### config.mk
export PLATFORM = sky130hd
export DESIGN_NAME = tcw_queue
export DESIGN_NICKNAME = d
export VERILOG_FILES = /design/src/rtl/tcw_pkg.sv /design/src/rtl/tcw_queue.sv
export SDC_FILE = /design/constraint.sdc
export NUM_CORES = 1
export LEC_CHECK = 0
export BUFFER_PORTS_ARGS = -buffer_cell sky130_fd_sc_hd__buf_2
export CORE_UTILIZATION = 37
export DETAILED_ROUTE_END_ITERATION = 10
export SETUP_SLACK_MARGIN = 0.15
export SLEW_MARGIN = 0
export SYNTH_ARGS = -nofsm -noshare
export SYNTH_HDL_FRONTEND = slang
export SYNTH_SLANG_ARGS = --single-unit
### constraint.sdc
create_clock -name clk -period 2.95 [get_ports clk]
set_input_delay 0.59 -clock clk [delete_from_list [all_inputs] [get_ports clk]]
set_output_delay 0.59 -clock clk [all_outputs]
set_load 0.1 [all_outputs]
### src/rtl/tcw_pkg.sv
package tcw_pkg;

  // Character codes with a meaning of their own.
  localparam logic [7:0] CH_SPACE   = 8'h20;
  localparam logic [7:0] CH_NEWLINE = 8'h0A;

  // Attribute used after reset, both for the register and the screen fill.
  localparam logic [7:0]  RESET_COLOR = 8'h4F;
  localparam logic [15:0] RESET_BLANK = {RESET_COLOR, CH_SPACE};

  // Operation codes carried on the input side.
  localparam logic [2:0] FUNC_PUT_CHAR  = 3'd0;
  localparam logic [2:0] FUNC_WRITE     = 3'd1;
  localparam logic [2:0] FUNC_SET_CUR   = 3'd2;
  localparam logic [2:0] FUNC_CLEAR     = 3'd3;
  localparam logic [2:0] FUNC_READ      = 3'd4;

  // Word index of the configuration register.
  localparam logic REG_TEXT_COLOR = 1'b0;

  // Classified operation handed from the front to the back.
  typedef enum logic [2:0] {
    OP_PUT_CHAR,
    OP_NEWLINE,
    OP_WRITE,
    OP_SET_CUR,
    OP_CLEAR,
    OP_READ,
    OP_NOP
  } tcw_kind_t;

  typedef struct packed {
    tcw_kind_t   kind;
    logic [7:0]  ch;
    logic [7:0]  attr;
    logic [6:0]  x;
    logic [4:0]  y;
    logic        in_range;
  } tcw_op_t;

endpackage

### src/rtl/tcw_queue.sv
module tcw_queue #(
  parameter int DEPTH = 2
) (
  input  logic             clk,
  input  logic             rst_n,
  input  logic             push,
  input  tcw_pkg::tcw_op_t push_op,
  output logic             full,
  input  logic             pop,
  output logic             valid,
  output tcw_pkg::tcw_op_t head_op
);

  import tcw_pkg::*;

  localparam int PW = (DEPTH > 1) ? $clog2(DEPTH) : 1;
  localparam int NW = $clog2(DEPTH + 1);

  tcw_op_t         slot_r [DEPTH];
  logic [PW-1:0]   wr_ptr_r, rd_ptr_r;
  logic [NW-1:0]   count_r;

  assign full    = count_r == NW'(DEPTH);
  assign valid   = count_r != '0;
  assign head_op = slot_r[rd_ptr_r];

  always_ff @(posedge clk) begin
    if (!rst_n) begin
      wr_ptr_r <= '0;
      rd_ptr_r <= '0;
      count_r  <= '0;
    end else begin
      if (push) begin
        slot_r[wr_ptr_r] <= push_op;
        wr_ptr_r <= (wr_ptr_r == PW'(DEPTH - 1)) ? '0 : wr_ptr_r + 1'b1;
      end
      if (pop) begin
        rd_ptr_r <= (rd_ptr_r == PW'(DEPTH - 1)) ? '0 : rd_ptr_r + 1'b1;
      end
      if (push && !pop) begin
        count_r <= count_r + 1'b1;
      end else if (pop && !push) begin
        count_r <= count_r - 1'b1;
      end
    end
  end

endmodule

======== After elaboration in Yosys (flattened, before gate mapping) ========
Memory sizes are Yosys's and may differ from the RTL's. A register that Yosys moved wholly into a read port is not among the register bits.
Cells that the tools add are included.
word-level totals
  bits of input ports ..................... 36
  output and inout port bits .............. 34
  word-level logic and storage cells ...... 24
  memories ................................ 1
  memory bits (writable) .................. 64
  bits in registers ....................... 4
operators by class
  muxes and demuxes ....................... 9
  reductions and logical operators ........ 6
  add/sub/neg operators ................... 4
  equality and inequality tests ........... 1
memories
  name    words  width  read ports  clocked after memory_dff  write ports  RTL line         text
  slot_r  2      32     1           1                         1            tcw_queue.sv:19  tcw_op_t slot_r [DEPTH];
operators by type and width
  operator                                                            count
  1-bit 2-to-1 mux                                                    7
  2-bit 2-to-1 mux                                                    2
  2-bit nonzero test                                                  2
  1-bit adder, second input constant                                  2
  2-bit by 1-bit adder with 2-bit output, second input constant       1
  2-bit == test, second input constant                                1
  1-bit logical AND                                                   2
  1-bit zero test                                                     2
  2-bit by 1-bit subtractor with 2-bit output, second input constant  1

======== Longest topological paths before layout ========
  depth after elaboration ................. 4
  depth in mapped cells ................... 5

======== Worst setup path before layout ========
No wires, ideal clock.
  path kind ............................... input-to-reg
  from .................................... in rst_n
  to ...................................... mem slot_r[0][0] (netlist bit) (enable)
  setup time .............................. 0.422 ns
  arrival time ............................ 1.999 ns
  buffers on the path ..................... 0
  stages on the path ...................... 2
  required time ........................... 2.528 ns
  path slack .............................. 0.529 ns
  cell sequence ........................... nand2_1 > nor2_1
between the ends
  word-level cells in the longest chain between the ends .. 2
ends and longest elaborated chain
  element                                 RTL line         text
  from (decl)                             tcw_queue.sv:5   input logic rst_n,
  1-bit 2-to-1 mux                        tcw_queue.sv:28  if (!rst_n) begin
  1-bit 2-to-1 mux (implied by the code)  tcw_queue.sv:34  slot_r[wr_ptr_r] <= push_op;
  to (decl)                               tcw_queue.sv:19
Every way passes these cells.

==> metrics.txt <==
sw power=approximately 0.77 mW; number of I/O pins=70; largest net degree at the start of global routing=33; first-pass GRT wire length=7060 um; routed len/inst=16.0 um; DIE AREA=7180 um2; Sequential Power Share=0.461; clock-pin slew on the worst setup and hold paths=70 ps; Synth area leader=edfxtp_1; Clk network pwr share=0.330; pwr dens=767 nW/um2; final setup violation count=0; CTS Buf Count=9; CTS tree=built; later-pin clock latency in the skew report=330 ps; syn_area_per_cell=approximately 21 um2; Critical Path RT=2360 ps; Peak VDD IR=0.000359 V; final instance area=between 3000 and 4000 um2; area of the multi-input gates=488 um2; antenna diode count=0; fin nets=239; maxcap violations=0; Leakage=1.22 nW; slew margin rel.=0.668; vias per cell=4.71; Comb power frac=0.209; CTS root buf=clkbuf_8; Hold Vio Cnt, Final=0; worst-path cell chain=buf_12 -> mux2_2 -> buf_2; vias in the first global route=1435; Hold Buf Count CTS=0; syn nets=160; crit path kind=reg -> out; Synth top area share=0.759; Netlist Area Pre-Place=2530 um2; most frequent cells in the layout=69 x buf_2, 64 x edfxtp_1, 30 x mux2_2, 9 x clkbuf_8, 5 x dfxtp_1; Distinct cells, synth=19; Critical Path End Type=output pin; Max Clock Freq=419 MHz; r2r startpoint=wr_ptr_r; Die H=84.8 um; gr usage total=0.138; worst hold path class=in -> reg; CP Data Arrival Time=1800 ps; CP max stage cell=dfxtp_1; antenna viol nets, final=0; Slew Limit Fails=0; flop and latch count out of synthesis=69; Iteration-0 DRC Markers=82; RSZ-0062 raised after global routing=no; H-tree Lvls=3; Hold Startpoint=push_op[28]; P&R area growth vs syn=26.5%; Pre-Repair DR Iteration Count=6; FF/Latch Area=approximately 2000 um2; Mapped Cells=123; worst-margin pin slew=502 ps; Synth warnings=0; Starting Density=0.390; synth top area cells=edfxtp_1 76%, mux2_2 13%, dfxtp_1 4.0%; PortBufs=69; Setup Fix Bufs, Post-CTS=0; Vias=between 1000 and 1500; Clock Sinks=69; Fill cells=565; Sw Ratio=0.311; Tmin final=2390 ps; setup TNS=0 ps; row cnt=29; Post-Route WL=about 4500 um; P_int=~1.7 mW; Worst Path Max Fanout=26; commonest non-fill, non-tap cell in the layout=buf_2; initial antenna violation count=0; post-DP HPWL=3030 um; final worst path period share=0.810; total grt overflow=0; sequential fraction of the synthesis area=0.798; Core Box Area=around 6500 um2; DP Area=2990 um2; largest stage delay on the critical path=540 ps; Critical Path Source Type=register; CTS Buffer Depth=2; Worst Clk Skew=4.25 ps; GP Congestion=0.758; status=finished clean; Post-CTS Resized=0; die width=84.8 um; DRC=0; share of layout cells above drive strength 1=0.580
layer usage:
| metal | GRT usage | vias to the layer above | routed length (um) |
|---|---|---|---|
| li1 | - | 631 | - |
| met1 | 0.162 | 658 | 1950 |
| met2 | 0.222 | 42 | 2290 |
| met3 | 0.0462 | 8 | 206 |
| met4 | 0.0786 | 0 | 84 |
| met5 | 0 | - | 0 |
synthesized netlist by cell type, drive strengths merged:
| master | instances |
|---|---|
| mux2 | 32 |
| ha | 1 |
| xor2 | 3 |
| nor2 | 1 |
| edfxtp | 64 |
| dfxtp | 5 |
| buf | 3 |
| and2 | 4 |
| and2b | 1 |
| or3 | 1 |
| and3 | 1 |
| inv | 1 |
| a21boi | 1 |
| nand2 | 1 |
| or2 | 1 |
| xnor2 | 1 |
| o21ai | 1 |
| clkbuf | 1 |
final timing paths:
kind                         to  slack (ps)  depth (start not counted)
setup / recovery    head_op[11]         560                          3
hold / removal    slot_r[0][28]         440                          1
setup reg to reg  slot_r[1][14]        1620                          2
hold reg to reg      count_r[1]         510                          2
power groups by stage:
stage	registers, mW	clock network (mW)	logic (mW)
6_report	1.13	0.813	0.514
5_1_grt	1.14	0.885	0.532
4_1_cts	1.13	0.840	0.518
3_5_place_dp	1.16	0	0.517
3_3_place_gp	1.15	0	0.511
2_1_floorplan	1.15	0	0.431
metrics by stage:
stage / total power, mW / util / hold slack (ps) / instances / setup slack [ps]
floorplan: 1.58 / - / 461 / 123 / 529
global placement: 1.66 / 0.460 / 471 / 268 / 958
detailed placement: 1.67 / 0.460 / 493 / 268 / 911
CTS: 2.49 / 0.493 / 422 / 284 / 527
global route: 2.55 / 0.493 / 413 / 284 / 476
finish: 2.46 / 0.493 / 443 / 284 / 561
worst max-delay path, delay by kind of cell (launching register included):
kind	cells	cell delay (ps)
flops	1	540
buf+inv	2	540
mux	1	370
state kept, by name, summed over array words and instances, names as in the netlist, named ones only:
| register | cells |
|---|---|
| slot_r | 64 |
| count_r | 2 |
| rd_ptr_r | 1 |
| wr_ptr_r | 1 |
cells by family (layout without fill, tap and decap cells):
group | after synthesis | after routing | synth area share
adders and majority gates | 1 | 1 | 0.00494
muxes | 32 | 32 | 0.142
AOI/OAI and AO/OA | 2 | 2 | 0.00494
xor gates and xnor gates | 4 | 4 | 0.0138
DFF | 69 | 69 | 0.798
buffers and inverters | 5 | 89 | 0.0123
and+or+nand+nor | 10 | 10 | 0.0237
area by class of cell:
class | count | area share
inverters | 1 | 0.00117
clock inverters | 7 | 0.0281
multi-input cells | 49 | 0.152
well taps | 77 | 0.0301
clock buffers | 9 | 0.0387
repair buffers | 72 | 0.119
flip-flops and latches | 69 | 0.631
Power figures use the tool's default switching activity.
