File: src/rtl/tcw_pkg.sv
package tcw_pkg;

  // Character codes with a meaning of their own.
  localparam logic [7:0] CH_SPACE   = 8'h20;
  localparam logic [7:0] CH_NEWLINE = 8'h0A;

  // Attribute used after reset, both for the register and the screen fill.
  localparam logic [7:0]  RESET_COLOR = 8'h4F;
  localparam logic [15:0] RESET_BLANK = {RESET_COLOR, CH_SPACE};

  // Operation codes carried on the input side.
  localparam logic [2:0] FUNC_PUT_CHAR  = 3'd0;
  localparam logic [2:0] FUNC_WRITE     = 3'd1;
  localparam logic [2:0] FUNC_SET_CUR   = 3'd2;
  localparam logic [2:0] FUNC_CLEAR     = 3'd3;
  localparam logic [2:0] FUNC_READ      = 3'd4;

  // Word index of the configuration register.
  localparam logic REG_TEXT_COLOR = 1'b0;

  // Classified operation handed from the front to the back.
  typedef enum logic [2:0] {
    OP_PUT_CHAR,
    OP_NEWLINE,
    OP_WRITE,
    OP_SET_CUR,
    OP_CLEAR,
    OP_READ,
    OP_NOP
  } tcw_kind_t;

  typedef struct packed {
    tcw_kind_t   kind;
    logic [7:0]  ch;
    logic [7:0]  attr;
    logic [6:0]  x;
    logic [4:0]  y;
    logic        in_range;
  } tcw_op_t;

endpackage

File: src/rtl/tcw_front.sv
module tcw_front #(
  parameter int COLUMNS = 80,
  parameter int ROWS    = 25
) (
  input  logic            in_tvalid,
  output logic            in_tready,
  input  logic [2:0]      func,
  input  logic [7:0]      char_code,
  input  logic [7:0]      cell_color,
  input  logic [6:0]      pos_x,
  input  logic [4:0]      pos_y,
  input  logic            q_full,
  input  logic            init_busy,
  output logic            q_push,
  output tcw_pkg::tcw_op_t q_op
);

  import tcw_pkg::*;

  logic x_in, y_in;

  assign in_tready = !q_full && !init_busy;
  assign q_push    = in_tvalid && in_tready;

  assign x_in = 8'(pos_x) < 8'(COLUMNS);
  assign y_in = 7'(pos_y) < 7'(ROWS);

  always_comb begin
    q_op.ch       = char_code;
    q_op.attr     = cell_color;
    q_op.x        = pos_x;
    q_op.y        = pos_y;
    q_op.in_range = x_in && y_in;
    case (func)
      FUNC_PUT_CHAR: begin
        q_op.kind = (char_code == CH_NEWLINE) ? OP_NEWLINE : OP_PUT_CHAR;
      end
      FUNC_WRITE: begin
        q_op.kind = OP_WRITE;
      end
      FUNC_SET_CUR: begin
        // The cursor saturates: column to one past the edge, row to the last.
        q_op.kind = OP_SET_CUR;
        if (8'(pos_x) > 8'(COLUMNS)) begin
          q_op.x = 7'(COLUMNS);
        end
        if (7'(pos_y) > 7'(ROWS - 1)) begin
          q_op.y = 5'(ROWS - 1);
        end
      end
      FUNC_CLEAR: begin
        q_op.kind = OP_CLEAR;
      end
      FUNC_READ: begin
        q_op.kind = OP_READ;
      end
      default: begin
        q_op.kind = OP_NOP;
      end
    endcase
  end

endmodule

File: config.mk
export PLATFORM = sky130hd
export DESIGN_NAME = tcw_front
export DESIGN_NICKNAME = d
export VERILOG_FILES = /design/src/rtl/tcw_pkg.sv /design/src/rtl/tcw_front.sv
export SDC_FILE = /design/constraint.sdc
export NUM_CORES = 1
export LEC_CHECK = 0
export ABC_AREA = 1
export BUFFER_PORTS_ARGS = -buffer_cell sky130_fd_sc_hd__buf_2
export CAP_MARGIN = 25
export CORE_MARGIN = 1
export CORE_UTILIZATION = 28
export DETAILED_ROUTE_END_ITERATION = 16
export PLACE_DENSITY = 0.83
export SETUP_SLACK_MARGIN = 0.05
export SYNTH_ARGS = -nofsm -noshare
export SYNTH_HDL_FRONTEND = slang
export SYNTH_SLANG_ARGS = --single-unit
File: constraint.sdc
create_clock -name vclk -period 0.8
set_input_delay 0.08 -clock vclk [all_inputs]
set_output_delay 0.08 -clock vclk [all_outputs]
set_load 0.05 [all_outputs]
After elaboration in Yosys (flattened, before gate mapping)
Index checks and enable logic that the tools add are counted.

word-level totals
  register bits after elaboration = 0
  latch bits = 0
  bits in writable memories = 0
  bits in read-only memories = 0
  output and inout bits = 34
  logic and storage cells = 20
  memories = 0

cells by class
  add/sub/neg operators = 0
  $mul = 0
  divide/modulo/power cells = 0
  magnitude comparators = 4
  eq/ne operators = 5
  shift operators = 0
  multiplexer cells = 5
  bitwise logic cells = 0
  reduce and logical (&&, ||, !) cells = 6

operators with widths
  operator            number
  $pmux 3 s5          1
  $mux 12             1
  $eq 8x4->1 const B  1
  $gt 7x7->1 const B  1
  $lt 7x7->1 const B  1
  $mux 7              1
  $eq 3x2->1 const B  2
  $gt 5x5->1 const B  1
  $lt 5x5->1 const B  1
  $mux 5              1
  $eq 3x1->1 const B  1
  $eq 3x3->1 const B  1
  $logic_and 1x1->1   3
  $logic_not 3->1     1
  $logic_not 1->1     2
  $mux 1              1

Logic depth before layout (Yosys ltp)
Gate-level depths: netlist (run 1).

  depth after elaboration = 3
  mapped depth = 5
  gate-level depth less buffers = 5

Worst setup path after synthesis (run 1)
No wires, ideal clock.

  kind = input-to-output
  start = input init_busy
  end = output q_push
  arrival time = 1238 ps
  path slack = -518 ps
  cell stages on the path = 1
  cell sequence = nor3b_1

between the ends
  cells in the longest elaborated chain, start to end = 3

ends and longest elaborated chain
  what                RTL line         text
  start: declaration  tcw_front.sv:13  input logic init_busy,
  $logic_not 1->1     tcw_front.sv:22  assign in_tready = !q_full && !init_busy;
  $logic_and 1x1->1   tcw_front.sv:22
  $logic_and 1x1->1   tcw_front.sv:23  assign q_push = in_tvalid && in_tready;
  end: declaration    tcw_front.sv:14  output logic q_push,

No other way between the ends.

==> reports/qor.txt, run 1 <==
Placed Area: 737 sq um
Final setup violation count: 12
Setup ws final: -0.147 ns
Tot Pwr: 0.840 mW
GR Util met2: 52.1%
Vias/cell: 4.50
Maximum clock rate: 1060 MHz
Core box area: 0.00117 sq mm
Max-Cap Viols: 0
Post-Syn Nets: 105
Post-DP HPWL: 1110 microns
DIE AREA: 0.00148 sq mm
Grt peak-use layer: met2
FF+latch count: 0
Hold path startpoint: cell_color[0]
Number of global-route vias before repair: 606
Hold violation count in the final report: 0
RSZ-0062 raised after global routing: yes
Die Height: 38.4 microns
Synth cell types: 18
Max IR drop VDD: 500 uV
Antenna-violating nets left: 0
Met1 GRT Util: 21.9%
Synthesized cell area: 372 sq um
Wirelength per Cell: 12.5 microns
Tcrit/Tclk final: 118%
Status: complete, but fails checks
Initial antenna violation count: 0
Crit path DAT: 0.87 ns
Share of layout cells above drive strength 1: 87.7%
# IOs: 68
Final Max Tran Viols: 0
Post-synth top area cell: buf_4
Largest net degree at the start of global routing: 6
Ant. Diodes: 0
WHS Path Cells: 0
Post-Route WL: 1700 microns
Finished Cell Area: 0.00103 sq mm
Hold Buf Count CTS: 0
Syn Area/Cell: 5.23 sq um
GR Util All Layers: 22.7%
Synth cell count leaders: buf_4, nor2_1, nand2_1, inv_1
Vias post-DR: 612
Worst-margin pin slew: 0.254 ns
Standard-cell row count: 12
Warnings from Yosys: 0
Global route total overflow: 0
Final Critical Period: 0.947 ns
Synth top area share: 32.3%
First-iteration detailed-routing DRC count: 3
Placer Congestion: 0.617
P_leak: 0.533 nW
DR pass1 iterations: 2
Storage cell area: 0 sq um
Min-Delay Path Class: in2out
Met3 GRT Util: 0%
Most numerous cell in the Yosys netlist: buf_4
Final layout net count: 158
CP Max Fanout: 4
Clock buffers: 0
PwrDens: 812 mW/mm^2
Die Span X: 38.4 microns
Initial core utilization: 31.7%
Failing checks: negative setup slack
Critical path required time: 0.72 ns
Setup CP Type: in2out
Cells after synthesis: 71
Startpoint Class: primary input
Largest cells by area after synthesis: buf_4, nor2_1, nand2_1, inv_1, nand3_1
I/O Buffers: 52
First-pass GRT wire length: 2360 microns
Worst setup EP type: output pin
Residual DRC: 0
Seq/Total Area, Yosys: 0%
Hold path endpoint: q_op[13]
Area grow syn2layout: 178%
Slew HR: 83.2%
Worst hold slack: 0.160 ns
[cells by family (layout without fill, tap and decap cells)]
logic type / Yosys count / count (layout) / synth area share [%]
compound gates: 5 / 5 / 8.08
buf+inv: 30 / 81 / 46.5
simple gates: 36 / 36 / 45.5
[cells in the final DEF (no fill, tap or decap), drive strengths merged]
cell	synthesis	final
a31oi	2	2
buf	16	70
inv	11	11
nand2	11	11
nand3	4	4
nand3b	1	1
nor2	18	18
nor3	1	1
nor3b	1	1
o21ai	2	2
o21bai	1	1
[worst max-delay path by stage]
stage / startpoint / end / cells after the start
floorplan: pos_x[5] / q_op[6] / 5
global placement: func[0] / q_op[3] / 6
detailed placement: func[0] / q_op[2] / 6
CTS: func[1] / q_op[6] / 7
global route: func[0] / q_op[9] / 6
finish: func[0] / q_op[9] / 6
[layer usage]
metal,part of all wire [%],routed length [microns]
met4,0.71,12
met2,59,1010
met3,7.3,124
met5,0,0
met1,33,556
[layout make-up]
type | count | area [sq um]
Fill cell | 66 | 138
Inverter | 11 | 53.8
Multi-Input combinational cell | 41 | 392
Timing Repair Buffer | 70 | 571
Tap cell | 14 | 17.5
[report_power, final]
part	internal (mW)	switching (mW)
registers	0	0
logic	0.336	0.504
clock network	0	0
[critical path, cell delays in order]
cell and delay (ns):
buf_8 0.10, nor2_4 0.17, nand3_2 0.12, nor2_4 0.18, nor2_2 0.07, buf_6 0.15
[per-stage QoR]
step,TNS (ns),utilization (%),setup WS (ns),std cells
floorplan,-0.273,-,-0.0822,71
global placement,-1.75,62.9,-0.178,130
detailed placement,-2.07,62.9,-0.213,130
CTS,-1.28,84.5,-0.176,135
global route,-1.64,88.2,-0.188,136
finish,-1.23,88.2,-0.147,136
[timing repair]
action,CTS,global route
pin swaps,14,13
cloned,0,0
gates resized for setup,61,9
setup endpoints to repair,13,13
buffers inserted,6,3
(Power assumes the default switching activity.)
==> run 2, diff against run 1 <==
- CELL_PAD_IN_SITES_DETAIL_PLACEMENT: not set -> 0
- CELL_PAD_IN_SITES_GLOBAL_PLACEMENT: not set -> 2
- CORE_UTILIZATION: 28 -> 10
- GPL_TIMING_DRIVEN: not set -> 0
- PLACE_DENSITY: 0.83 -> 0.85
==> reports/qor.txt, run 2 (synthesis gave the netlist of run 1 again) <==
Status: complete, but fails checks
Failing checks: negative setup slack
Switching share of power: 63.2%
Share of layout cells above drive strength 1: 85.9%
First-pass GRT wire length: 2390 microns
CP max stage delay: 0.18 ns
Met1 GRT Util: 7.76%
Wirelength per Cell: 7.90 microns
Final layout net count: 171
Worst setup EP type: output pin
GR Util met2: 14.5%
Commonest cells after routing, fill and taps aside: buf_2, buf_4, nor2_4, buf_6, buf_8
Sequential power share: 0%
Post-DP HPWL: 1250 microns
DR pass1 iterations: 4
Met3 GRT Util: 1.28%
Crit-path slowest cell: nor2_4
Core box area: 0.00344 sq mm
Final setup violation count: 11
Vias post-DR: 635
Crit path buf inv count: 2
Placer Congestion: 0.677
Non-filler cells in the finished layout: 181
Die Span X: 63.0 microns
P_leak: 0.548 nW
Logic gate share of total power: 100.0%
First-iteration detailed-routing DRC count: 8
Placed insts: 177
Hold violation count in the final report: 0
Crit path DAT: 0.84 ns
Maximum clock rate: 1080 MHz
Slew HR: 84.3%
CP Max Fanout: 4
Crit-path leading delay family: simple AND/OR/NAND/NOR gates
Area grow syn2layout: 182%
Startpoint Class: primary input
Vias/cell: 3.51
Initial core utilization: 10.8%
Final core occ: 30.4%
PwrDens: 840 mW/mm^2
Critical path required time: 0.72 ns
Clock buffers: 0
Tcrit/Tclk final: 115%
Most common cell after layout, fill and taps aside: buf_2
Crit-path cells: buf_8 -> nor2_4 -> nand3_2 -> nor2_4 -> nor2_4 -> buf_6
Sw Pwr: 0.556 mW
Final Critical Period: 0.923 ns
Initial antenna violation count: 0
GR Util All Layers: 7.09%
Grt peak-use layer: met2
Tot Pwr: 0.879 mW
Standard-cell row count: 21
FF+latch count: 0
# IOs: 68
Min-Delay Path Class: in2out
I/O Buffers: 60
Clk network pwr share: 0%
Hold Buf Count CTS: 0
RSZ-0062 raised after global routing: yes
Setup ws final: -0.123 ns
Die Height: 63.0 microns
Setup CP Type: in2out
Most used cell, CP: nor2_4
Antenna-violating nets left: 0
Number of global-route vias before repair: 607
Storage cell area: 0 sq um
DIE AREA: 0.00396 sq mm
Max IR drop VDD: 217 uV
Max-Cap Viols: 0
Residual DRC: 0
Post-Route WL: 1430 microns
Global route total overflow: 0
P_int: 0.324 mW
Largest net degree at the start of global routing: 6
Final Max Tran Viols: 0
Ant. Diodes: 0
Sum of negative setup slack: -0.999 ns
Worst-margin pin slew: 0.232 ns
## run 2: path summary, 6_finish.rpt
check | slack [ns] | startpoint | to | depth (start not counted)
worst max-delay path | -0.12 | func[0] | q_op[7] | 6
worst min-delay path | 0.46 | cell_color[5] | q_op[18] | 2
## run 2: power by group through the flow
stage | Sequential, mW | Clock [mW] | Combinational, mW
2_1_floorplan | 0 | 0 | 0.562
5_1_grt | 0 | 0 | 0.922
6_report | 0 | 0 | 0.879
3_3_place_gp | 0 | 0 | 0.746
3_5_place_dp | 0 | 0 | 0.754
4_1_cts | 0 | 0 | 0.875
## run 2: per-layer routing
metal	vias up	part of all wire, %	routed length [microns]
met4	0	0	0
met2	44	54	765
li1	326	-	-
met5	-	0	0
met1	265	35	495
met3	0	12	168
## run 2: stage by stage
stage / cell area, sq um / hold slack, ns / worst slack [ns]
after global placement: 858 / 0.463 / -0.233
after global routing: 1050 / 0.464 / -0.182
after detailed placement: 858 / 0.462 / -0.253
final: 1050 / 0.462 / -0.123
after floorplan: 500 / 0.252 / -0.0822
after CTS: 1030 / 0.463 / -0.175
## run 2: layout make-up
type	instances	area, sq um
fill	372	2390
multi-input combinational	41	352
inverter	11	51.3
tap	46	57.6
timing repair buffer	64	455
buffer	19	131
## run 2: timing repair
| item | in CTS | in global routing |
|---|---|---|
| resized for setup | 46 | 4 |
| buffers inserted | 3 | 1 |
| endpoints found under the hold margin | 0 | 0 |
| pin swaps | 10 | 8 |
| endpoints found under the setup margin | 12 | 13 |
