==> src/rtl/tcw_pkg.sv <==
package tcw_pkg;

  // Character codes with a meaning of their own.
  localparam logic [7:0] CH_SPACE   = 8'h20;
  localparam logic [7:0] CH_NEWLINE = 8'h0A;

  // Attribute used after reset, both for the register and the screen fill.
  localparam logic [7:0]  RESET_COLOR = 8'h4F;
  localparam logic [15:0] RESET_BLANK = {RESET_COLOR, CH_SPACE};

  // Operation codes carried on the input side.
  localparam logic [2:0] FUNC_PUT_CHAR  = 3'd0;
  localparam logic [2:0] FUNC_WRITE     = 3'd1;
  localparam logic [2:0] FUNC_SET_CUR   = 3'd2;
  localparam logic [2:0] FUNC_CLEAR     = 3'd3;
  localparam logic [2:0] FUNC_READ      = 3'd4;

  // Word index of the configuration register.
  localparam logic REG_TEXT_COLOR = 1'b0;

  // Classified operation handed from the front to the back.
  typedef enum logic [2:0] {
    OP_PUT_CHAR,
    OP_NEWLINE,
    OP_WRITE,
    OP_SET_CUR,
    OP_CLEAR,
    OP_READ,
    OP_NOP
  } tcw_kind_t;

  typedef struct packed {
    tcw_kind_t   kind;
    logic [7:0]  ch;
    logic [7:0]  attr;
    logic [6:0]  x;
    logic [4:0]  y;
    logic        in_range;
  } tcw_op_t;

endpackage

==> src/rtl/tcw_back.sv <==
module tcw_back #(
  parameter int COLUMNS = 80,
  parameter int ROWS    = 25
) (
  input  logic                                clk,
  input  logic                                rst_n,
  input  logic [7:0]                          text_color,
  input  logic                                q_valid,
  input  tcw_pkg::tcw_op_t                    q_op,
  output logic                                q_pop,
  output logic                                init_busy,
  output logic                                ram_we,
  output logic [$clog2(COLUMNS*ROWS)-1:0]     ram_waddr,
  output logic [15:0]                         ram_wdata,
  output logic                                ram_re,
  output logic [$clog2(COLUMNS*ROWS)-1:0]     ram_raddr,
  input  logic [15:0]                         ram_rdata,
  output logic                                out_valid,
  input  logic                                out_ready,
  output logic [6:0]                          out_col,
  output logic [4:0]                          out_line,
  output logic [15:0]                         out_cell,
  output logic                                out_scrolled
);

  import tcw_pkg::*;

  localparam int CELLS = COLUMNS * ROWS;
  localparam int AW    = $clog2(CELLS);
  localparam int CW    = $clog2(COLUMNS + 1);
  localparam int RW    = (ROWS > 2) ? $clog2(ROWS) : 1;

  typedef enum logic [2:0] {
    ST_INIT,
    ST_IDLE,
    ST_READ,
    ST_FILL,
    ST_SCROLL,
    ST_FINISH
  } state_t;

  state_t         state_r, state_nxt;
  logic [AW-1:0]  sweep_r, sweep_nxt;
  logic [CW-1:0]  cur_col_r, cur_col_nxt;
  logic [RW-1:0]  cur_row_r, cur_row_nxt;
  logic [15:0]    blank_r, blank_nxt;
  logic           pend_we_r, pend_we_nxt;
  logic [AW-1:0]  pend_addr_r, pend_addr_nxt;
  logic [15:0]    pend_data_r, pend_data_nxt;
  logic           pend_scroll_r, pend_scroll_nxt;
  logic           out_valid_r, out_valid_nxt;
  logic [6:0]     out_col_r, out_col_nxt;
  logic [4:0]     out_line_r, out_line_nxt;
  logic [15:0]    out_cell_r, out_cell_nxt;
  logic           out_scrolled_r, out_scrolled_nxt;

  logic           is_nl, is_put, wrap, at_bottom, pc_scroll, room, sweep_last;
  logic [CW-1:0]  pc_col, col_sel;
  logic [RW-1:0]  pc_row, row_sel;
  logic [AW-1:0]  cell_addr;
  logic [AW:0]    scroll_rd;
  logic [15:0]    put_cell;

  // Put-char cursor movement, worked out from the current cursor.
  assign is_nl     = q_op.kind == OP_NEWLINE;
  assign is_put    = is_nl || (q_op.kind == OP_PUT_CHAR);
  assign wrap      = is_nl || (cur_col_r >= CW'(COLUMNS));
  assign at_bottom = cur_row_r >= RW'(ROWS - 1);
  assign pc_scroll = wrap && at_bottom;
  assign pc_col    = wrap ? '0 : cur_col_r;
  assign pc_row    = !wrap ? cur_row_r : (at_bottom ? RW'(ROWS - 1) : cur_row_r + 1'b1);
  assign put_cell  = {text_color, q_op.ch};

  assign row_sel   = is_put ? pc_row : RW'(q_op.y);
  assign col_sel   = is_put ? pc_col : CW'(q_op.x);
  assign cell_addr = AW'(row_sel) * AW'(COLUMNS) + AW'(col_sel);

  assign scroll_rd  = {1'b0, sweep_r} + (AW + 1)'(COLUMNS + 1);
  assign sweep_last = sweep_r == AW'(CELLS - 1);
  assign room       = !out_valid_r || out_ready;

  assign init_busy    = state_r == ST_INIT;
  assign out_valid    = out_valid_r;
  assign out_col      = out_col_r;
  assign out_line     = out_line_r;
  assign out_cell     = out_cell_r;
  assign out_scrolled = out_scrolled_r;

  always_comb begin
    state_nxt        = state_r;
    sweep_nxt        = sweep_r;
    cur_col_nxt      = cur_col_r;
    cur_row_nxt      = cur_row_r;
    blank_nxt        = blank_r;
    pend_we_nxt      = pend_we_r;
    pend_addr_nxt    = pend_addr_r;
    pend_data_nxt    = pend_data_r;
    pend_scroll_nxt  = pend_scroll_r;
    out_valid_nxt    = out_valid_r && !out_ready;
    out_col_nxt      = out_col_r;
    out_line_nxt     = out_line_r;
    out_cell_nxt     = out_cell_r;
    out_scrolled_nxt = out_scrolled_r;
    q_pop            = 1'b0;
    ram_we           = 1'b0;
    ram_waddr        = sweep_r;
    ram_wdata        = blank_r;
    ram_re           = 1'b0;
    ram_raddr        = cell_addr;

    case (state_r)
      ST_INIT: begin
        ram_we    = 1'b1;
        ram_wdata = RESET_BLANK;
        sweep_nxt = sweep_r + 1'b1;
        if (sweep_last) begin
          sweep_nxt = '0;
          state_nxt = ST_IDLE;
        end
      end
      ST_IDLE: begin
        if (q_valid && room) begin
          q_pop = 1'b1;
          case (q_op.kind)
            OP_PUT_CHAR, OP_NEWLINE: begin
              cur_row_nxt = pc_row;
              cur_col_nxt = is_nl ? pc_col : pc_col + 1'b1;
              if (pc_scroll) begin
                // Character lands on the bottom row after the scroll sweep.
                pend_we_nxt     = !is_nl;
                pend_addr_nxt   = cell_addr;
                pend_data_nxt   = put_cell;
                pend_scroll_nxt = 1'b1;
                blank_nxt       = {text_color, CH_SPACE};
                sweep_nxt       = '0;
                ram_re          = 1'b1;
                ram_raddr       = AW'(COLUMNS);
                state_nxt       = ST_SCROLL;
              end else begin
                ram_we    = !is_nl;
                ram_waddr = cell_addr;
                ram_wdata = put_cell;
                out_valid_nxt = 1'b1;
              end
            end
            OP_WRITE: begin
              ram_we        = q_op.in_range;
              ram_waddr     = cell_addr;
              ram_wdata     = {q_op.attr, q_op.ch};
              out_valid_nxt = 1'b1;
            end
            OP_SET_CUR: begin
              cur_col_nxt   = CW'(q_op.x);
              cur_row_nxt   = RW'(q_op.y);
              out_valid_nxt = 1'b1;
            end
            OP_CLEAR: begin
              pend_we_nxt     = 1'b0;
              pend_scroll_nxt = 1'b0;
              blank_nxt       = {text_color, CH_SPACE};
              sweep_nxt       = '0;
              state_nxt       = ST_FILL;
            end
            OP_READ: begin
              if (q_op.in_range) begin
                ram_re    = 1'b1;
                state_nxt = ST_READ;
              end else begin
                out_valid_nxt = 1'b1;
              end
            end
            default: begin
              out_valid_nxt = 1'b1;
            end
          endcase
          out_col_nxt      = 7'(cur_col_nxt);
          out_line_nxt     = 5'(cur_row_nxt);
          out_cell_nxt     = '0;
          out_scrolled_nxt = 1'b0;
        end
      end
      ST_READ: begin
        out_valid_nxt = 1'b1;
        out_cell_nxt  = ram_rdata;
        state_nxt     = ST_IDLE;
      end
      ST_FILL: begin
        ram_we    = 1'b1;
        sweep_nxt = sweep_r + 1'b1;
        if (sweep_last) begin
          state_nxt = ST_FINISH;
        end
      end
      ST_SCROLL: begin
        // Write row-shifted data read in the previous cycle; blank the last row.
        ram_we    = 1'b1;
        ram_wdata = (sweep_r < AW'(CELLS - COLUMNS)) ? ram_rdata : blank_r;
        ram_re    = scroll_rd < (AW + 1)'(CELLS);
        ram_raddr = scroll_rd[AW-1:0];
        sweep_nxt = sweep_r + 1'b1;
        if (sweep_last) begin
          state_nxt = ST_FINISH;
        end
      end
      ST_FINISH: begin
        ram_we           = pend_we_r;
        ram_waddr        = pend_addr_r;
        ram_wdata        = pend_data_r;
        out_valid_nxt    = 1'b1;
        out_col_nxt      = 7'(cur_col_r);
        out_line_nxt     = 5'(cur_row_r);
        out_cell_nxt     = '0;
        out_scrolled_nxt = pend_scroll_r;
        state_nxt        = ST_IDLE;
      end
      default: begin
        state_nxt = ST_IDLE;
      end
    endcase
  end

  always_ff @(posedge clk) begin
    if (!rst_n) begin
      state_r     <= ST_INIT;
      sweep_r     <= '0;
      cur_col_r   <= '0;
      cur_row_r   <= '0;
      pend_we_r   <= 1'b0;
      out_valid_r <= 1'b0;
    end else begin
      state_r     <= state_nxt;
      sweep_r     <= sweep_nxt;
      cur_col_r   <= cur_col_nxt;
      cur_row_r   <= cur_row_nxt;
      pend_we_r   <= pend_we_nxt;
      out_valid_r <= out_valid_nxt;
    end
    blank_r        <= blank_nxt;
    pend_addr_r    <= pend_addr_nxt;
    pend_data_r    <= pend_data_nxt;
    pend_scroll_r  <= pend_scroll_nxt;
    out_col_r      <= out_col_nxt;
    out_line_r     <= out_line_nxt;
    out_cell_r     <= out_cell_nxt;
    out_scrolled_r <= out_scrolled_nxt;
  end

`ifndef SYNTHESIS
  a_cursor_range: assert property (@(posedge clk) disable iff (!rst_n)
    (cur_col_r <= CW'(COLUMNS)) && (cur_row_r <= RW'(ROWS - 1)))
    else $error("cursor left the screen");

  a_read_issued: assert property (@(posedge clk) disable iff (!rst_n)
    (state_r == ST_READ) |-> $past(ram_re))
    else $error("read result expected without a RAM read");

  a_scroll_bottom: assert property (@(posedge clk) disable iff (!rst_n)
    (out_valid_r && out_scrolled_r) |-> (out_line_r == 5'(ROWS - 1)))
    else $error("scroll reported away from the bottom row");

  a_sweep_no_result: assert property (@(posedge clk) disable iff (!rst_n)
    ((state_r == ST_SCROLL) || (state_r == ST_FILL)) |-> !out_valid_r)
    else $error("result pending while a sweep runs");
`endif

endmodule

==> config.mk <==
export PLATFORM = sky130hd
export DESIGN_NAME = tcw_back
export DESIGN_NICKNAME = d
export VERILOG_FILES = /design/src/rtl/tcw_pkg.sv /design/src/rtl/tcw_back.sv
export SDC_FILE = /design/constraint.sdc
export NUM_CORES = 1
export LEC_CHECK = 0
export BUFFER_PORTS_ARGS = -buffer_cell sky130_fd_sc_hd__buf_4
export CAP_MARGIN = 20
export CORE_ASPECT_RATIO = 1.75
export CORE_MARGIN = 2
export CORE_UTILIZATION = 38
export DETAILED_ROUTE_END_ITERATION = 16
export PLACE_DENSITY = 0.64
export SLEW_MARGIN = 30
export SYNTH_ARGS = -nofsm -noshare
export SYNTH_HDL_FRONTEND = slang
export SYNTH_SLANG_ARGS = --single-unit
==> constraint.sdc <==
create_clock -name clk -period 4.6 [get_ports clk]
set_clock_uncertainty 0.2 [all_clocks]
set_input_delay 0.23 -clock clk [delete_from_list [all_inputs] [get_ports clk]]
set_output_delay 0.23 -clock clk [all_outputs]
set_load 0.005 [all_outputs]
; After elaboration in Yosys (flattened, before gate mapping)
; Cells that the tools add are included.
[totals]
in_bits = 60
reg_bits = 101
out_inout_bits = 72
[op_classes]
reduce_logical = 26
n_mux = 63
n_eq_ne = 19
multipliers = 1
n_addsub = 5
magnitude_cmp = 4
[op_table]
columns = operator, count
row1 = 11-bit 2-to-1 mux, 8
row2 = 11-bit one-hot mux with 2 select lines, 4
row3 = 16-bit 2-to-1 mux, 5
row4 = 16-bit one-hot mux with 2 select lines, 2
row5 = 16-bit one-hot mux with 4 select lines, 1
row6 = 16-bit one-hot mux with 3 select lines, 1
row7 = 11-bit one-hot mux with 3 select lines, 1
row8 = 7-bit 2-to-1 mux, 4
row9 = 7-bit one-hot mux with 2 select lines, 2
row10 = 5-bit 2-to-1 mux, 4
row11 = 5-bit one-hot mux with 2 select lines, 2
row12 = 3-bit one-hot mux with 3 select lines, 2
row13 = 3-bit 2-to-1 mux, 5
row14 = 1-bit one-hot mux with 2 select lines, 7
row15 = 1-bit 2-to-1 mux, 13
row16 = 11-bit by 7-bit adder with 12-bit output (second input constant), 1
row17 = 3-bit by 2-bit equality test with 1-bit output (second input constant), 4
row18 = 3-bit equality test (second input constant), 4
row19 = 12-bit by 11-bit < comparator with 1-bit output (second input constant), 1
row20 = 4-bit AND reduction, 3
row21 = 11-bit by 1-bit adder with 11-bit output (second input constant), 1
row22 = 11-bit by 7-bit adder with 11-bit output, 1
row23 = 11-bit equality test (second input constant), 1
row24 = 11-bit < comparator (second input constant), 1
row25 = 22 further kinds, 40

; Logic depth before layout (Yosys ltp)
; Gate-level depths: netlist of run 1.
[logic_depth]
ltp_word = 10
depth_mapped = 17

; Worst setup path after synthesis of run 1
; No wires, ideal clock.
[synth_path]
kind = input to output
startpoint = input q_op[31] in the netlist's numbering
endpoint = output ram_raddr[10]
required_ns = 4.170
cell_stages = 15
t_arrival_ns = 3.376
slack_ns = 0.794
path_cell_list = buf_2 or3b_4 nand2_4 mux2_4 a21oi_1 ha_1 ha_1 inv_1 fa_1 nor2b_1 o21ai_1 or3b_2 o21ai_1 xnor2_1 o22ai_1
[synth_between]
elab_chain_len = 10
elab_cells_between_ends = 16
cone_classes = 1 x add/sub / 1 x mul / 1 x eq/ne / 8 x mux / 5 x reduce/logical
[synth_lines]
columns = item, line
row1 = "start, declared", tcw_back.sv:9  ; input tcw_pkg::tcw_op_t q_op,
row2 = 3-bit by 1-bit equality test with 1-bit output, "tcw_back.sv:65, tcw_back.sv:124"
row3 = 1-bit logical OR, tcw_back.sv:67  ; assign wrap = is_nl || (cur_col_r >= CW'(COLUMNS));
row4 = 5-bit 2-to-1 mux, tcw_back.sv:71  ; assign pc_row = !wrap ? cur_row_r : (at_bottom ? RW'(ROWS - 1) : cur_row_r + 1'b1);
row5 = 5-bit 2-to-1 mux, tcw_back.sv:74  ; assign row_sel = is_put ? pc_row : RW'(q_op.y);
row6 = 5-bit by 3-bit multiplier with 7-bit output, tcw_back.sv:76  ; assign cell_addr = AW'(row_sel) * AW'(COLUMNS) + AW'(col_sel);
row7 = 11-bit by 7-bit adder with 11-bit output, tcw_back.sv:76
row8 = 11-bit 2-to-1 mux, tcw_back.sv:128  ; if (pc_scroll) begin
row9 = 11-bit 2-to-1 mux, tcw_back.sv:124  ; case (q_op.kind)
row10 = 11-bit 2-to-1 mux, tcw_back.sv:122  ; if (q_valid && room) begin
row11 = 11-bit one-hot mux with 2 select lines *, tcw_back.sv:111  ; case (state_r)
row12 = "end, declared", tcw_back.sv:16  ; output logic [$clog2(COLUMNS*ROWS)-1:0] ram_raddr,
; Mark *: on every way between the ends. The rest lies on a longest branch, timed or not.

; Final worst setup path of run 1
[layout_path]
startpoint = register cur_row_r[0]
endpoint = output ram_waddr[10]
[layout_between]
elab_chain_len = 10
elab_cells_between_ends = 12
cone_classes = 2 x add/sub / 1 x mul / 1 x order compare / 7 x mux / 1 x reduce/logical
[layout_lines]
columns = item, line
row1 = "start, declared", tcw_back.sv:45  ; logic [RW-1:0] cur_row_r, cur_row_nxt;
row2 = "start signal, assigned", tcw_back.sv:234  ; cur_row_r <= cur_row_nxt;
row3 = 5-bit by 1-bit adder with 5-bit output or 5-bit greater-or-equal comparator (tied branches), "tcw_back.sv:71, tcw_back.sv:68"
row4 = 5-bit 2-to-1 mux (2 in series), tcw_back.sv:71
row5 = 5-bit 2-to-1 mux, tcw_back.sv:74
row6 = 5-bit by 3-bit multiplier with 7-bit output, tcw_back.sv:76
row7 = 11-bit by 7-bit adder with 11-bit output, tcw_back.sv:76
row8 = 11-bit 2-to-1 mux, tcw_back.sv:128
row9 = 11-bit one-hot mux with 2 select lines *, tcw_back.sv:124
row10 = 11-bit 2-to-1 mux *, tcw_back.sv:122
row11 = 11-bit one-hot mux with 2 select lines *, tcw_back.sv:111
row12 = "end, declared", tcw_back.sv:13  ; output logic [$clog2(COLUMNS*ROWS)-1:0] ram_waddr,
; Marked as above.

==> impl_results.md, run 1 <==
- Post-synthesis sequential area ratio: 42.3%
- First-pass GRT wire length: 31300 µm
- Top_reg_cell synth: edfxtp_1
- Area contributors post-synth: edfxtp_1, dfxtp_1, a21oi_1
- Hold Path Depth: 2
- CTS H-tree lvls: 3
- Avg Cell Area, Syn: 9.15 µm²
- Worst path cell trace: inv_1, ha_1, nand2_1, mux2_4, a21oi_2, ha_1, ha_1, inv_1, fa_1, nor2b_2, o21ai_1, or3b_2, o21ai_1, xnor2_1, a21oi_1, buf_4
- Detailed placer's ending HPWL: 15700 µm
- Initial antenna violation count: 0
- GR Overflow Total: 0
- Clk root buf: clkbuf_16
- Clk_lat worst skew: 0.35 ns
- Ant diodes: 0
- Total power draw: 2.01 mW
- Post-layout min period: 4.39 ns
- Min-delay src: ram_rdata[6]
- Reg2reg path depth: 15
- # IOs: 132
- Stages on worst setup path: 16
- Fin Setup TNS: 0 ns
- Worst path bufs/invs: 3
- Hold_ws: 0.0103 ns
- 1st-iter DRT viols: 368
- Final WS setup: 0.213 ns
- Rel. slew slack: 41.0%
- Fill cells: 1486
- Crit Path Max Fanout: 9
- Share of layout cells above drive strength 1: 26.1%
- Clk sink count: 93
- Netlist cell types: 83
- Chip width: 98.5 µm
- FF+latch count, synth: 93
- Crit end category: output port
- Worst EP arrival: 3.96 ns
- CP max stage cell: or3b_2
- Starting Density: 38.8%
- Max stage delay on crit path: 0.45 ns
- Reg2Reg Setup Slack: 0.79 ns
- Placeable Area: 15300 µm²
- Die area: 16700 µm²
- Warning count from the yosys run: 0
- Setup CP Type: reg2out
- Pwr/cell area: 265 nW/µm²
- Worst hold endpoint: out_cell[6]$_SDFFCE_PP0P_
- Worst-path clk slew: 0.07 ns
- Most used cell along the critical path: ha_1
- Max VDD drop: 0.000155 V
- Crit start category: register
- Gpl congestion: 0.928
- Core Rows: 60
- Largest delay contributor family on the critical path: adder cells
- Syn Nets: 724
- Final setup violation count: 0
- Asr flop ratio synth: 0%
- Final WL: 20500 µm
- Worst min-delay path category: in2reg
- Nets: 852
- Number of max-cap violations: 0
- Vias in the first global route: 5783
- DR vias: 5713
- Leading area contributor after synthesis: edfxtp_1
- Mapped cell area: 5940 µm²
- Die height: 169 µm
- Dpl ws: 0.216 ns
- Synth top area share: 32.9%
- Critical R2R Capture: pend_addr_r[10]$_DFFE_PP_
- Req. time, crit path: 4.17 ns
- Count of pins over their slew limit: 0
- Achievable Freq: 228 MHz
- CTS Buffer Depth: 2
- Static Leakage: 2.93 nW
- Tcrit/Tclk final: 95.4%
- Number of enable flip-flop cells after synthesis: 65
- GRT Total Usage: 24.3%
- Largest net degree at the start of global routing: 29
- R2R Path Start: cur_row_r[0]$_SDFFE_PN0P_
- Slew @ Worst Pin: 0.886 ns
- CTS Buf Count: 9
- Wire length per cell: 21.2 µm
- Remaining DRCs: 0
- Area Growth Syn to Fin: 27.5%
- Port Buffers: 131
- Antenna Nets Post-Route: 0
- TritonCTS clock tree: built
- Synthesized instance count: 649
- Final Hold Fails: 0
- Via density: 5.90
- TritonRoute pass-1 iters: 5
- Status: finished, final reports clean
Yosys cell counts (all sizes together), types with 3 or more instances:
cell	n
xnor2	13
o21ai	56
inv	32
o221a	4
nor2	63
nor2b	7
clkbuf	16
ha	13
a22oi	19
o22ai	9
edfxtp	65
o31ai	10
dfxtp	28
nor3b	3
nand3	20
a22o	8
a221oi	3
a222oi	7
xor2	3
a32oi	5
nor3	12
and2	5
nand2b	11
mux2	4
a41oi	3
a211oi	6
or2	4
o211ai	4
o221ai	6
a32o	3
a21o	3
and3	22
a21oi	53
buf	29
nand2	66
a31oi	3
state kept, by name, summed over array words and instances, names as in the netlist:
register,count
pend_addr_r,11
sweep_r,11
out_scrolled,1
pend_data_r,16
pend_we_r,1
cur_col_r,7
out_line,5
out_valid,1
pend_scroll_r,1
blank_r,8
state_r,3
cur_row_r,5
out_cell,16
out_col,7
kinds of logic (layout without fill, tap and decap cells):
| logic type | count (synthesis) | in the layout | synth area share, % |
|---|---|---|---|
| compound gates | 219 | 219 | 26.4 |
| xor+xnor | 16 | 16 | 2.36 |
| fa+ha+maj | 15 | 15 | 3.41 |
| buf+inv | 77 | 210 | 5.69 |
| flops | 93 | 93 | 42.3 |
| mux | 6 | 6 | 1.16 |
| simple gates | 223 | 223 | 18.7 |
worst reg2reg max path, delay by kind of cell, from the launching register on:
| family | cells | cell delay [ns] |
|---|---|---|
| buffers and inverters | 3 | 0.21 |
| AO/OA/AOI/OAI | 3 | 0.41 |
| XOR/XNOR | 1 | 0.19 |
| AND/OR/NAND/NOR | 3 | 0.66 |
| adder cells (fa/ha/maj) | 4 | 1.19 |
| flip-flops | 1 | 0.41 |
| multiplexers | 1 | 0.28 |
stage by stage:
stage               std cells  instance area [µm²]  util (%)
global placement          931                 7010      45.8
global route              968                 7570      49.4
finish                    968                 7570      49.4
floorplan                 649                 5940         -
detailed placement        931                 7010      45.8
CTS                       967                 7530      49.2
worst max-delay path by stage:
stage / from / to / slack (ns)
floorplan: q_op[31] / ram_raddr[10] / 0.79
global placement: q_op[31] / ram_waddr[10] / 0.38
finish: cur_row_r[0]$_SDFFE_PN0P_ / ram_waddr[10] / 0.21
detailed placement: q_op[31] / ram_waddr[10] / 0.22
global route: cur_row_r[0]$_SDFFE_PN0P_ / ram_waddr[10] / -0.007
CTS: cur_row_r[0]$_SDFFE_PN0P_ / ram_waddr[10] / 0.003
layout make-up:
| type | instances | area, µm² | area share (%) |
|---|---|---|---|
| sequential | 93 | 2520 | 33.4 |
| clock inverter | 6 | 96.3 | 1.27 |
| inverter | 32 | 120 | 1.59 |
| timing repair buffer | 162 | 1270 | 16.7 |
| tap | 186 | 233 | 3.08 |
| multi-input combinational | 479 | 3100 | 40.9 |
| clock buffer | 10 | 229 | 3.03 |
per-layer routing:
metal | vias up | wire (µm) | track usage, % | share of wire [%]
li1 | 2684 | - | - | -
met5 | - | 0 | 0 | 0
met4 | 0 | 1280 | 15.8 | 6.3
met3 | 67 | 877 | 2.88 | 4.3
met1 | 2744 | 7090 | 24.7 | 35
met2 | 218 | 11200 | 45.9 | 55
cells in the final DEF, fill, tap and decap left out, types with 5 or more instances in the layout:
cell type      netlist  routed
a32oi_1              5       5
and2_1               5       5
nand2b_1            11      11
clkbuf_16            0       9
o31ai_1              8       8
nand3_1             19      19
a211oi_1             6       6
nor2_1              61      60
xnor2_1             13      13
o21ai_0             30      29
a22o_1               8       8
o21ai_1             22      23
nor3_1              11      11
ha_1                13      13
edfxtp_1            65      65
o22ai_1              9       9
nand2_1             65      65
dlygate4sd3_1        0      20
a21oi_1             50      48
o221ai_1             6       6
dfxtp_1             28      23
and3_1              22      22
a222oi_1             7       7
buf_4                4     142
a22oi_1             19      19
inv_1               28      28
nor2b_1              6       5
repair_timing:
action | in CTS | in global routing
endpoints found under the hold margin | 28 | 0
setup buffers | 0 | 1
resized for setup | 0 | 11
hold buffers | 20 | 0
endpoints found under the setup margin | 0 | 2
where the power goes:
| part | switching [mW] | leakage (nW) | internal, mW | total (mW) |
|---|---|---|---|---|
| logic | 0.150 | 1.99 | 0.131 | 0.280 |
| clock network | 0.344 | 0.155 | 0.484 | 0.827 |
| registers | 0.00555 | 0.782 | 0.895 | 0.901 |
(Power assumes the default switching activity.)
==> inputs of run 2 (changes only) <==
--- a/config.mk
+++ b/config.mk
@@ -11,7 +11,7 @@
 export CORE_MARGIN = 2
 export CORE_UTILIZATION = 38
 export DETAILED_ROUTE_END_ITERATION = 16
-export PLACE_DENSITY = 0.64
+export PLACE_DENSITY = 0.67
 export SLEW_MARGIN = 30
 export SYNTH_ARGS = -nofsm -noshare
 export SYNTH_HDL_FRONTEND = slang
==> constraint.sdc (replaced) <==
create_clock -name clk -period 3.85 [get_ports clk]
set_clock_uncertainty 0.2 [all_clocks]
set_input_delay 0.1925 -clock clk [delete_from_list [all_inputs] [get_ports clk]]
set_output_delay 0.1925 -clock clk [all_outputs]
set_load 0.005 [all_outputs]
==> run 2 against run 1 <==
The run now ends with setup timing left. Worst hold slack better by 0.0026 ns. Setup slack worse by 0.35 ns. Flip-flop and latch count stayed put. First-iteration DRC count rose by 11%. Clock power increased by 7.4%. Die area stayed put. Critical path depth is 1 lower. Largest cell class unchanged.
==> impl_results.md, run 2 (synthesis results as in run 1) <==
- Req. time, crit path: 3.46 ns (-0.71 ns)
- Largest net degree at the start of global routing: 28 (-3.4%)
- CTS Buf Count: 9 (unchanged)
- Final WL: 21100 µm (+3.1%)
- Status: finished, violations left
- Setup CP Type: reg2out
- Failing checks: setup timing
- Die area: 16700 µm² (unchanged)
- Crit start category: register
- CTS H-tree lvls: 3 (unchanged)
- Core Rows: 60 (unchanged)
- Total power draw: 2.35 mW (+17%)
- Final setup violation count: 2 (+2)
- Antenna Nets Post-Route: 0 (unchanged)
- Remaining DRCs: 0 (unchanged)
- Placed Area: 7200 µm² (+2.7%)
- GRT Total Usage: 24.7% (+0.35 points)
- Tcrit/Tclk final: 104%
- Starting Density: 38.8% (unchanged)
- Slew @ Worst Pin: 0.942 ns (+0.0566 ns)
- Pwr/cell area: 291 nW/µm² (+9.8%)
- First-pass GRT wire length: 32300 µm (+3.1%)
- Clk sink count: 93 (unchanged)
- Final Hold Fails: 0 (unchanged)
- Clk root buf: clkbuf_16
- Worst-path clk slew: 0.07 ns (about the same)
- Die height: 169 µm (unchanged)
- Fill cells: 1410 (-5.1%)
- Placeable Area: 15300 µm² (unchanged)
- Final WS setup: -0.142 ns (-0.355 ns)
- Port Buffers: 131 (unchanged)
- TritonCTS clock tree: built
- Number of max-cap violations: 0 (unchanged)
- Count of pins over their slew limit: 0 (unchanged)
- Max VDD drop: 0.000199 V (+28%)
- Worst min-delay path category: in2reg
- Rel. slew slack: 36.9% (-4.0 points)
- Static Leakage: 3.16 nW (+8.1%)
- Wire length per cell: 20.8 µm (-1.8%)
- Commonest non-fill, non-tap cell in the layout: buf_4
- Nets: 900 (+5.6%)
- Achievable Freq: 250 MHz
- Vias in the first global route: 5966 (+3.2%)
- RSZ-0062 raised after global routing: true
- TritonRoute pass-1 iters: 6 (+1)
- Area of the multi-input gates: 3220 µm² (+4.0%)
- Crit Path Max Fanout: 5 (-4)
- Ant diodes: 0 (unchanged)
- Gpl congestion: 0.963 (+3.7%)
- GR Overflow Total: 0 (unchanged)
- Initial antenna violation count: 0 (unchanged)
- Worst EP arrival: 3.60 ns (-0.36 ns)
- Via density: 5.91 (+0.18%)
- Dpl ws: -0.232 ns (-0.447 ns)
- Area Growth Syn to Fin: 35.9%
- Final Cell Area: 8070 µm² (+6.6%)
- Detailed placer's ending HPWL: 15700 µm (+0.16%)
- Sequential cell area: 2520 µm² (about the same)
- Crit end category: output port
- 1st-iter DRT viols: 409 (+11%)
- Utilization after layout: 52.7% (+3.3 points)
- Clk_lat worst skew: 0.35 ns (about the same)
- Chip width: 98.5 µm (unchanged)
- Share of layout cells above drive strength 1: 31.2% (+5.1 points)
- Post-layout min period: 3.99 ns
- # IOs: 132 (unchanged)
- Commonest cells after routing, fill and taps aside: buf_4, edfxtp_1, nand2_1
- DR vias: 6007 (+5.1%)
- CTS Buffer Depth: 2 (unchanged)
## run 2: per-layer routing
layer	vias to the layer above	global-route usage (%)	share of wire (%)
met5	-	0	0
li1	2777	-	-
met2	253	45.3	55
met1	2912	26.9	36
met4	0	14.9	5.6
met3	65	2.51	4.3
## run 2: critical path, cell delays in order, from the launching register on
cell and delay (ns):
dfxtp_4 0.37, o21ai_4 0.26, nand2_4 0.10, mux2_4 0.33, a21oi_4 0.18, ha_4 0.22, ha_4 0.16, inv_2 0.05
fa_2 0.45, nor2b_4 0.16, o21ai_4 0.07, or3b_4 0.38, o21ai_4 0.08, xnor2_2 0.11, o22ai_1 0.18, buf_4 0.14
## run 2: final timing paths
kind                                  start                          to  slack [ns]  depth (start not counted)
setup / recovery  cur_col_r[4]$_SDFFE_PN0P_               ram_raddr[10]       -0.14                         15
hold / removal                      q_op[7]    pend_addr_r[1]$_DFFE_PP_        0.01                          2
setup reg to reg  cur_col_r[4]$_SDFFE_PN0P_   pend_addr_r[10]$_DFFE_PP_        0.37                         14
hold reg to reg     pend_scroll_r$_DFFE_PP_  out_scrolled$_SDFFCE_PN0P_        0.37                          1
## run 2: timing repair
action	4_1_cts	5_1_grt
hold buffers	33	0
endpoints found under the hold margin	44	0
cloned	0	0
buffers inserted	6	6
setup endpoints to repair	4	6
gates resized for setup	23	20
pin swaps	13	15
## run 2: power by group
group / internal [mW] / switching (mW)
sequential: 1.07 / 0.00653
clock: 0.455 / 0.434
combinational: 0.195 / 0.192
total: 1.72 / 0.632
## run 2: cell type report
| type | count | share of cell area, % |
|---|---|---|
| Inverter | 32 | 1.49 |
| Clock inverter | 7 | 0.838 |
| Clock buffer | 9 | 2.79 |
| Timing Repair Buffer | 210 | 20.8 |
| Sequential cell | 93 | 31.3 |
| Tap cell | 186 | 2.89 |
| Multi-Input combinational cell | 479 | 39.9 |
## run 2: through the flow
step	cells	hold WS (ns)	setup TNS (ns)
final	1016	0.0129	-0.272
after global routing	1016	0.0262	-0.544
after CTS	1010	0.00886	-0.252
after detailed placement	955	0.185	-0.539
after global placement	955	0.181	-0.150
after floorplan	649	0.0914	0
